### src/rtl/core/rpa_pkg.sv
// Shared types, constants and helpers for the signal-strength percentage block.
// No dependencies; every module in rtl/core refers here by scoped names.
package rpa_pkg;

    localparam int RAW_W   = 8;
    localparam int LVL_W   = 9;
    localparam int PCT_W   = 7;
    localparam int NUM_W   = 16;
    localparam int DEN_W   = 9;
    localparam int CNT_W   = 4;
    localparam int MODE_W  = 2;
    localparam int ADDR_W  = 2;

    localparam logic signed [LVL_W-1:0] DBM_OFFSET = 9'sd70;
    localparam logic signed [LVL_W:0]   SPAN_STEP  = 10'sd20;
    localparam logic signed [LVL_W:0]   LVL_MAX    = 10'sd255;
    localparam logic [PCT_W-1:0]        PCT_FULL   = 7'd100;

    localparam logic signed [LVL_W-1:0] LOW_START_RST  = -9'sd100;
    localparam logic signed [LVL_W-1:0] HIGH_START_RST = -9'sd30;

    // register indexes
    localparam logic [ADDR_W-1:0] REG_CALIB_MODE = 2'd0;
    localparam logic [ADDR_W-1:0] REG_LOW_START  = 2'd1;
    localparam logic [ADDR_W-1:0] REG_HIGH_START = 2'd2;

    // calibration modes
    localparam logic [MODE_W-1:0] MODE_NONE       = 2'd0;
    localparam logic [MODE_W-1:0] MODE_TRACK_LOW  = 2'd1;
    localparam logic [MODE_W-1:0] MODE_TRACK_HIGH = 2'd2;

    typedef enum logic [2:0] {
        ST_IDLE,
        ST_TRACK,
        ST_SETUP,
        ST_DIV,
        ST_DONE
    } state_t;

    typedef struct packed {
        logic              start;
        logic [NUM_W-1:0]  dividend;
        logic [DEN_W-1:0]  divisor;
    } div_req_t;

    typedef struct packed {
        logic              done;
        logic [NUM_W-1:0]  quotient;
    } div_rsp_t;

    typedef struct packed {
        logic                     track;
        logic signed [LVL_W-1:0]  dbm;
    } track_req_t;

    // Sign-extend, halve toward zero, subtract the dBm offset.
    function automatic logic signed [LVL_W-1:0] raw_to_dbm(input logic [RAW_W-1:0] raw);
        logic signed [LVL_W-1:0] ext;
        logic signed [LVL_W-1:0] half;
        begin
            ext  = signed'({raw[RAW_W-1], raw}) + signed'({{(LVL_W-1){1'b0}}, raw[RAW_W-1]});
            half = ext >>> 1;
            return half - DBM_OFFSET;
        end
    endfunction

endpackage

### src/rtl/core/rpa_divider.sv
// Restoring serial divider: one quotient bit per cycle, unsigned operands.
// Depends on rpa_pkg for widths and the request/response structs.
module rpa_divider (
    input  logic              aclk,
    input  logic              aresetn,
    input  rpa_pkg::div_req_t req,
    output rpa_pkg::div_rsp_t rsp
);

    logic [rpa_pkg::DEN_W-1:0] rem_reg,  rem_next;
    logic [rpa_pkg::NUM_W-1:0] quo_reg,  quo_next;
    logic [rpa_pkg::DEN_W-1:0] dsr_reg,  dsr_next;
    logic [rpa_pkg::CNT_W-1:0] cnt_reg,  cnt_next;
    logic                      busy_reg, busy_next;
    logic                      done_reg, done_next;

    logic [rpa_pkg::DEN_W:0]   shifted;
    logic [rpa_pkg::DEN_W+1:0] trial;

    always_comb begin
        shifted   = {rem_reg, quo_reg[rpa_pkg::NUM_W-1]};
        trial     = {1'b0, shifted} - {2'b00, dsr_reg};
        rem_next  = rem_reg;
        quo_next  = quo_reg;
        dsr_next  = dsr_reg;
        cnt_next  = cnt_reg;
        busy_next = busy_reg;
        done_next = 1'b0;
        if (req.start) begin
            rem_next  = '0;
            quo_next  = req.dividend;
            dsr_next  = req.divisor;
            cnt_next  = '1;
            busy_next = 1'b1;
        end else if (busy_reg) begin
            // keep the difference only when it did not borrow
            if (!trial[rpa_pkg::DEN_W+1]) begin
                rem_next = trial[rpa_pkg::DEN_W-1:0];
            end else begin
                rem_next = shifted[rpa_pkg::DEN_W-1:0];
            end
            quo_next = {quo_reg[rpa_pkg::NUM_W-2:0], ~trial[rpa_pkg::DEN_W+1]};
            cnt_next = cnt_reg - 1'b1;
            if (cnt_reg == '0) begin
                busy_next = 1'b0;
                done_next = 1'b1;
            end
        end
    end

    always_ff @(posedge aclk) begin
        rem_reg <= rem_next;
        quo_reg <= quo_next;
        dsr_reg <= dsr_next;
        cnt_reg <= cnt_next;
        if (!aresetn) begin
            busy_reg <= 1'b0;
            done_reg <= 1'b0;
        end else begin
            busy_reg <= busy_next;
            done_reg <= done_next;
        end
    end

    assign rsp.done     = done_reg;
    assign rsp.quotient = quo_reg;

endmodule

### src/rtl/core/rpa_levels.sv
// Configuration registers and the tracked lower/upper scale levels.
// Depends on rpa_pkg for mode and register codes and the tracking struct.
module rpa_levels (
    input  logic                                aclk,
    input  logic                                aresetn,
    input  logic                                cfg_wr_en,
    input  logic [rpa_pkg::ADDR_W-1:0]          cfg_addr,
    input  logic [rpa_pkg::LVL_W-1:0]           cfg_wdata,
    input  rpa_pkg::track_req_t                 trk,
    output logic signed [rpa_pkg::LVL_W-1:0]    low_level,
    output logic signed [rpa_pkg::LVL_W-1:0]    high_level
);

    logic [rpa_pkg::MODE_W-1:0]        mode_reg,   mode_next;
    logic signed [rpa_pkg::LVL_W-1:0]  lstart_reg, lstart_next;
    logic signed [rpa_pkg::LVL_W-1:0]  hstart_reg, hstart_next;
    logic signed [rpa_pkg::LVL_W-1:0]  low_reg,    low_next;
    logic signed [rpa_pkg::LVL_W-1:0]  high_reg,   high_next;
    logic                              seeded_reg, seeded_next;

    logic                              reload;
    logic signed [rpa_pkg::LVL_W:0]    span_top;
    logic signed [rpa_pkg::LVL_W:0]    avg_sum;
    logic signed [rpa_pkg::LVL_W:0]    avg_half;

    always_comb begin
        mode_next   = mode_reg;
        lstart_next = lstart_reg;
        hstart_next = hstart_reg;
        reload      = 1'b0;
        if (cfg_wr_en) begin
            unique case (cfg_addr)
                rpa_pkg::REG_CALIB_MODE: begin
                    mode_next = cfg_wdata[rpa_pkg::MODE_W-1:0];
                    reload    = 1'b1;
                end
                rpa_pkg::REG_LOW_START: begin
                    lstart_next = signed'(cfg_wdata);
                    reload      = 1'b1;
                end
                rpa_pkg::REG_HIGH_START: begin
                    hstart_next = signed'(cfg_wdata);
                    reload      = 1'b1;
                end
                default: reload = 1'b0;
            endcase
        end

        span_top = {lstart_next[rpa_pkg::LVL_W-1], lstart_next} + rpa_pkg::SPAN_STEP;
        avg_sum  = {low_reg[rpa_pkg::LVL_W-1], low_reg}
                 + {trk.dbm[rpa_pkg::LVL_W-1], trk.dbm};
        avg_half = (avg_sum + signed'({{rpa_pkg::LVL_W{1'b0}}, avg_sum[rpa_pkg::LVL_W]})) >>> 1;

        low_next    = low_reg;
        high_next   = high_reg;
        seeded_next = seeded_reg;
        if (reload) begin
            low_next    = lstart_next;
            high_next   = hstart_next;
            seeded_next = (mode_next != rpa_pkg::MODE_TRACK_LOW);
            if (mode_next == rpa_pkg::MODE_TRACK_HIGH) begin
                // saturate the seeded upper level
                if (span_top > rpa_pkg::LVL_MAX) begin
                    high_next = rpa_pkg::LVL_MAX[rpa_pkg::LVL_W-1:0];
                end else begin
                    high_next = span_top[rpa_pkg::LVL_W-1:0];
                end
            end
        end else if (trk.track) begin
            if (mode_reg == rpa_pkg::MODE_TRACK_LOW) begin
                if (!seeded_reg) begin
                    low_next    = trk.dbm;
                    seeded_next = 1'b1;
                end else if (low_reg > trk.dbm) begin
                    low_next = avg_half[rpa_pkg::LVL_W-1:0];
                end
            end else if (mode_reg == rpa_pkg::MODE_TRACK_HIGH) begin
                if (high_reg < trk.dbm) begin
                    high_next = trk.dbm;
                end
            end
        end
    end

    always_ff @(posedge aclk) begin
        if (!aresetn) begin
            mode_reg   <= rpa_pkg::MODE_NONE;
            lstart_reg <= rpa_pkg::LOW_START_RST;
            hstart_reg <= rpa_pkg::HIGH_START_RST;
            low_reg    <= rpa_pkg::LOW_START_RST;
            high_reg   <= rpa_pkg::HIGH_START_RST;
            seeded_reg <= 1'b1;
        end else begin
            mode_reg   <= mode_next;
            lstart_reg <= lstart_next;
            hstart_reg <= hstart_next;
            low_reg    <= low_next;
            high_reg   <= high_next;
            seeded_reg <= seeded_next;
        end
    end

    assign low_level  = low_reg;
    assign high_level = high_reg;

endmodule

### src/rtl/core/rssi_percent_autocal_unit.sv
// Top level: raw strength byte to dBm and a 0..100 scale percentage.
// Depends on rpa_pkg, rpa_levels and rpa_divider.
//
//   channel   direction  ports                  payload
//   input     slave      s_tvalid/s_tready      s_tdata[7:0] raw_strength
//   result    master     m_tvalid/m_tready      m_tdata level/percent/range_empty
//   config    write      cfg_wr_en              cfg_addr, cfg_wdata
//
// An item runs through tracking the levels, setting up the divide, 16 steps of
// the serial divider plus its done strobe, and loading the result register; the
// next transfer is taken only once the block is back in idle, so a new item is
// not taken before the last one has been loaded.
// Reset (aresetn, synchronous) restores the default registers and levels.
// A finished result waits in the output register; a new item may be taken
// meanwhile, and its result stalls in the last state until that one leaves.
module rssi_percent_autocal_unit (
    input  logic                          aclk,
    input  logic                          aresetn,
    input  logic                          s_tvalid,
    output logic                          s_tready,
    input  logic [7:0]                    s_tdata,   // [7:0] raw_strength
    output logic                          m_tvalid,
    input  logic                          m_tready,
    output logic [23:0]                   m_tdata,   // [8:0] level_dbm, [15:9] percent,
                                                     // [16] range_empty, [23:17] zero
    input  logic                          cfg_wr_en,
    input  logic [rpa_pkg::ADDR_W-1:0]    cfg_addr,
    input  logic [rpa_pkg::LVL_W-1:0]     cfg_wdata
);

    rpa_pkg::state_t state_reg, state_next;

    logic signed [rpa_pkg::LVL_W-1:0] dbm_reg,   dbm_next;
    logic                             neg_reg,   neg_next;
    logic                             empty_reg, empty_next;
    logic                             mval_reg,  mval_next;
    logic signed [rpa_pkg::LVL_W-1:0] mdbm_reg,  mdbm_next;
    logic [rpa_pkg::PCT_W-1:0]        mpct_reg,  mpct_next;
    logic                             memp_reg,  memp_next;

    logic signed [rpa_pkg::LVL_W-1:0] low_level;
    logic signed [rpa_pkg::LVL_W-1:0] high_level;
    rpa_pkg::track_req_t              trk;
    rpa_pkg::div_req_t                div_req;
    rpa_pkg::div_rsp_t                div_rsp;

    logic signed [rpa_pkg::LVL_W:0]   diff;
    logic signed [rpa_pkg::LVL_W:0]   span;
    logic [rpa_pkg::LVL_W:0]          diff_abs;
    logic [rpa_pkg::LVL_W:0]          span_abs;
    logic [rpa_pkg::NUM_W-1:0]        diff_ext;
    logic [rpa_pkg::PCT_W-1:0]        pct_clamped;
    logic                             accept;

    rpa_levels u_levels (
        .aclk       (aclk),
        .aresetn    (aresetn),
        .cfg_wr_en  (cfg_wr_en),
        .cfg_addr   (cfg_addr),
        .cfg_wdata  (cfg_wdata),
        .trk        (trk),
        .low_level  (low_level),
        .high_level (high_level)
    );

    rpa_divider u_divider (
        .aclk    (aclk),
        .aresetn (aresetn),
        .req     (div_req),
        .rsp     (div_rsp)
    );

    // Numerator and divisor from the freshly tracked levels.
    always_comb begin
        diff     = {dbm_reg[rpa_pkg::LVL_W-1], dbm_reg} - {low_level[rpa_pkg::LVL_W-1], low_level};
        span     = {high_level[rpa_pkg::LVL_W-1], high_level}
                 - {low_level[rpa_pkg::LVL_W-1], low_level};
        diff_abs = diff[rpa_pkg::LVL_W] ? 10'(-diff) : 10'(diff);
        span_abs = span[rpa_pkg::LVL_W] ? 10'(-span) : 10'(span);
        diff_ext = {{(rpa_pkg::NUM_W-rpa_pkg::LVL_W-1){1'b0}}, diff_abs};
        // clamp the quotient to full scale
        if (div_rsp.quotient > {{(rpa_pkg::NUM_W-rpa_pkg::PCT_W){1'b0}}, rpa_pkg::PCT_FULL}) begin
            pct_clamped = rpa_pkg::PCT_FULL;
        end else begin
            pct_clamped = div_rsp.quotient[rpa_pkg::PCT_W-1:0];
        end
    end

    assign accept = s_tvalid && s_tready;

    always_comb begin
        state_next = state_reg;
        dbm_next   = dbm_reg;
        neg_next   = neg_reg;
        empty_next = empty_reg;
        mval_next  = mval_reg;
        mdbm_next  = mdbm_reg;
        mpct_next  = mpct_reg;
        memp_next  = memp_reg;
        s_tready   = 1'b0;
        trk.track  = 1'b0;
        trk.dbm    = dbm_reg;
        div_req.start    = 1'b0;
        // x*100 as shifts: 64x + 32x + 4x
        div_req.dividend = (diff_ext << 6) + (diff_ext << 5) + (diff_ext << 2);
        div_req.divisor  = span_abs[rpa_pkg::DEN_W-1:0];

        // drop the held result once taken
        if (mval_reg && m_tready) begin
            mval_next = 1'b0;
        end

        unique case (state_reg)
            rpa_pkg::ST_IDLE: begin
                s_tready = 1'b1;
                if (accept) begin
                    dbm_next   = rpa_pkg::raw_to_dbm(s_tdata);
                    state_next = rpa_pkg::ST_TRACK;
                end
            end
            rpa_pkg::ST_TRACK: begin
                trk.track  = 1'b1;
                state_next = rpa_pkg::ST_SETUP;
            end
            rpa_pkg::ST_SETUP: begin
                div_req.start = 1'b1;
                empty_next    = (span == '0);
                // opposite signs truncate to zero or below: clamp to zero
                neg_next      = diff[rpa_pkg::LVL_W] ^ span[rpa_pkg::LVL_W];
                state_next    = rpa_pkg::ST_DIV;
            end
            rpa_pkg::ST_DIV: begin
                if (div_rsp.done) begin
                    state_next = rpa_pkg::ST_DONE;
                end
            end
            rpa_pkg::ST_DONE: begin
                if (!mval_reg || m_tready) begin
                    mval_next  = 1'b1;
                    mdbm_next  = dbm_reg;
                    mpct_next  = (empty_reg || neg_reg) ? '0 : pct_clamped;
                    memp_next  = empty_reg;
                    state_next = rpa_pkg::ST_IDLE;
                end
            end
            default: state_next = rpa_pkg::ST_IDLE;
        endcase
    end

    always_ff @(posedge aclk) begin
        dbm_reg   <= dbm_next;
        neg_reg   <= neg_next;
        empty_reg <= empty_next;
        mdbm_reg  <= mdbm_next;
        mpct_reg  <= mpct_next;
        memp_reg  <= memp_next;
        if (!aresetn) begin
            state_reg <= rpa_pkg::ST_IDLE;
            mval_reg  <= 1'b0;
        end else begin
            state_reg <= state_next;
            mval_reg  <= mval_next;
        end
    end

    assign m_tvalid = mval_reg;
    assign m_tdata  = {7'd0, memp_reg, mpct_reg, mdbm_reg};

`ifndef SYNTHESIS
    a_accept_to_track: assert property (@(posedge aclk) disable iff (!aresetn)
        accept |=> state_reg == rpa_pkg::ST_TRACK)
        else $error("accepted item did not enter level tracking");

    a_pct_in_range: assert property (@(posedge aclk) disable iff (!aresetn)
        mval_reg |-> mpct_reg <= rpa_pkg::PCT_FULL)
        else $error("percent above full scale");

    a_empty_zero: assert property (@(posedge aclk) disable iff (!aresetn)
        mval_reg && memp_reg |-> mpct_reg == '0)
        else $error("empty range with nonzero percent");

    a_done_in_div: assert property (@(posedge aclk) disable iff (!aresetn)
        div_rsp.done |-> state_reg == rpa_pkg::ST_DIV)
        else $error("divider finished outside the divide state");

    a_start_from_setup: assert property (@(posedge aclk) disable iff (!aresetn)
        state_reg == rpa_pkg::ST_SETUP |=> state_reg == rpa_pkg::ST_DIV)
        else $error("setup did not hand over to the divider");
`endif

endmodule
### config.mk
export PLATFORM = sky130hd
export DESIGN_NAME = rssi_percent_autocal_unit
export DESIGN_NICKNAME = d
export VERILOG_FILES = /design/src/rtl/core/rpa_pkg.sv /design/src/rtl/core/rpa_divider.sv /design/src/rtl/core/rpa_levels.sv /design/src/rtl/core/rssi_percent_autocal_unit.sv
export SDC_FILE = /design/constraint.sdc
export NUM_CORES = 1
export LEC_CHECK = 0
export ABC_AREA = 1
export BUFFER_PORTS_ARGS = -buffer_cell sky130_fd_sc_hd__buf_2
export CAP_MARGIN = 30
export CORE_MARGIN = 8
export CORE_UTILIZATION = 60
export DETAILED_ROUTE_END_ITERATION = 16
export PLACE_DENSITY = 0.77
export SYNTH_ARGS = -nofsm -noshare
export SYNTH_HDL_FRONTEND = slang
export SYNTH_SLANG_ARGS = --single-unit
### constraint.sdc
create_clock -name aclk -period 5.9 [get_ports aclk]
set_input_delay 1.18 -clock aclk [delete_from_list [all_inputs] [get_ports aclk]]
set_output_delay 1.18 -clock aclk [all_outputs]
set_load 0.005 [all_outputs]
==> results.yml <==
floorplan:
  fp.coreArea_um2: 13200
  die_w_um: 132
  row_count: 42
  die_height_um: 132
  design.die.area_um2: 17400
  start_util: 0.611
  io_pins: 50
pwr:
  power.share.clock: 0.167
  leakagePower_nw: 4.32
  vdd_drop_max_v: 0.000232
  power.density_nw_per_um2: 424
  finalPower_w: 0.00368
  swShare: 0.441
  intPower_w: 0.00206
  combPwrFrac: 0.557
  switchingPower_w: 0.00162
  seq_power_share: 0.276
cells_and_area:
  area_growth_pct: 7.88
  final_cell_area_um2: 8690
  final_cell_mix: "262 x nand2_1, 169 x inv_1, 74 x a21oi_1"
  fin_nets: 1209
  drive_above_1_share: 0.0844
  layout_commonest_cell: "nand2_1"
  insertedDiodeCount: 0
  largest_reg_flops: 16
  finish.utilization: 0.659
  num-fill-cells: 1200
drt:
  num_vias: 7020
  post_drt_wl_per_cell_um: 14.3
  drt-initial-drc-count: 503
  antenna_left: 0
  dr.pass1.iters: 5
  viasPerCell: 5.44
  routed_wl_mm: 18.4
  drc: 0
clock_tree:
  cts_hold_buffers: 0
  cts_buffer_depth: 2
  cts_tree: "yes"
  cts_num_sinks: 111
  numCtsBuffers: 9
  ctsResizeCount: 0
  postCtsSetupBuffers: 0
  clk_latency_ns: 0.35
  cts_root_buf: "clkbuf_16"
  clkTransAtPathRegs_ns: 0.08
  cts-htree-levels: 3
run:
  maxCapViolCount: 0
timing:
  fmax_ghz: 0.219
  maxSlewHeadroom: 0.494
  whs_ns: 0.460
  finalHoldViolations: 0
  slew_viol_final: 0
  rsz0062_at_grt: "false"
  setup_viol: 0
  fin_crit_sh: 0.773
  fin_skew_ns: 0.00771
  worst_pin_slew_ns: 0.758
  fin_crit_ns: 4.56
  fin_tns_setup_ns: 0
grt:
  antenna_found_initial: 0
  grt_first_pass_wirelength_mm: 30.8
  grt_usage: 0.212
  grt_pass1_vias: 6669
  overflow: 0
  grt_start_max_net_pins: 38
placed_design:
  gp_congestion: 0.924
  placed_area_um2: 8390
  io_buffers: 42
  hpwl_mm: 14.5
yosys:
  synth_warnings: 0
  synth_top_cell_by_area: "edfxtp_1"
  synthArstFlopShare: 0
  synth_top_area_share: 0.198
  synth-edff-count: 53
  avgSynthCellArea_um2: 7.48
  ys_seq_elements: 111
  yosysUniqueCellTypes: 56
  synth_area_leaders: "edfxtp_1 20%, dfxtp_1 14%, nand2_1 12%, ha_1 10%, inv_1 7.9%"
  synth_area_um2: 8050
  synthCells: 1076
  ys.flop_type: "dfxtp_1"
  ys_seq_area_frac: 0.342
critical_path:
  cp.arrival_ns: 4.65
  path_class: "reg2reg"
  critPathCaptureType: "flop"
  cp-start-kind: "flop"
  cp_max_fo: 4
  worstPathRequired_ns: 5.99
worst_hold_path:
  hp-class: "reg2reg"
status:
  outcome: "finished, final reports clean"
## layout make-up
type                    instances  area (um^2)  area share
clock buffers                  12          268      0.0308
clock inverters                 4         32.5     0.00374
inverters                     175          657      0.0756
multi-input cells             765         4510       0.519
flip-flops and latches        111         2750       0.317
well taps                     176          220      0.0253
repair buffers                 47          248      0.0285
## path summary, 6_finish.rpt
kind	depth (start not counted)	end	slack, ns	start
setup reg to reg	27	u_divider.quo_reg[14]$_DFFE_PP_	1.34	dbm_reg[0]$_DFFE_PP_
hold / removal	2	u_levels.hstart_reg[1]$_SDFF_PN1_	0.46	u_levels.hstart_reg[1]$_SDFF_PN1_
hold reg to reg	2	u_levels.hstart_reg[1]$_SDFF_PN1_	0.46	u_levels.hstart_reg[1]$_SDFF_PN1_
setup / recovery	27	u_divider.quo_reg[14]$_DFFE_PP_	1.34	dbm_reg[0]$_DFFE_PP_
## cells in the mapped netlist, types with 3 or more instances
cell / instances
xor2_1: 32
a31oi_1: 5
nor3_1: 16
inv_2: 4
edfxtp_1: 53
buf_2: 6
o21ai_2: 4
fa_1: 10
nand3_1: 61
o21bai_1: 3
nand2_2: 4
buf_4: 9
o211ai_1: 8
o21ai_1: 8
dfxtp_1: 58
or2_2: 3
clkbuf_1: 14
nand3b_1: 3
nor2_1: 66
ha_1: 66
inv_1: 169
nand2_1: 262
o21ai_0: 55
nor4_1: 5
a21oi_1: 74
mux2i_1: 7
xnor2_1: 10
nand4_1: 22
## layer usage
metal / GRT usage / vias up / wire [um] / share of wire
met1: 0.254 / 3188 / 7960 / 0.43
met4: 0.0842 / 0 / 514 / 0.028
met3: 0.0373 / 46 / 1060 / 0.058
met5: 0 / - / 0 / 0
met2: 0.369 / 209 / 8860 / 0.48
li1: - / 3577 / - / -
## logic make-up (layout without fill, tap and decap cells)
logic type	count (synthesis)	in the layout	synth area share
AND/OR/NAND/NOR	456	456	0.246
buffers and inverters	206	238	0.102
AO/OA/AOI/OAI	175	175	0.124
flip-flops	111	111	0.342
adder cells (fa/ha/maj)	76	76	0.127
XOR/XNOR	44	44	0.0497
multiplexers	7	7	0.00870
other	1	7	0.000466
## power groups by stage
stage	Clock, W	Sequential (W)	Combinational (W)
final	0.000616	0.00102	0.00205
after global routing	0.000645	0.00103	0.00234
after CTS	0.000622	0.00102	0.00205
after detailed placement	0	0.00103	0.00204
after global placement	0	0.00103	0.00197
after floorplan	0	0.00100	0.00163
## worst max-delay path, stage by stage, from the launching register on
cell and delay [ns]:
edfxtp_1 0.42, inv_1 0.09, ha_1 0.23, fa_1 0.39, inv_1 0.07, nand2_1 0.09
o21ai_4 0.20, nand2_1 0.07, nand2_1 0.07, nand2_1 0.04, nand2_1 0.07, xor2_1 0.17
inv_1 0.09, nand3_1 0.10, nand2_1 0.07, xor2_1 0.29, fa_1 0.46, ha_1 0.36
a21oi_1 0.16, nand2_1 0.08, nand2_1 0.09, nand2_1 0.05, a21oi_1 0.16, nor2_1 0.08
o21ai_0 0.20, nand2_1 0.08, nand2_1 0.06, a31oi_1 0.06
## metrics by stage
step                      cells  setup WS [ns]
after detailed placement   1274           1.40
after global routing       1290          0.902
after global placement     1274           1.56
after floorplan            1082           1.79
after CTS                  1290           1.36
final                      1290           1.34
No activity file was read; power rests on OpenSTA's default activity.
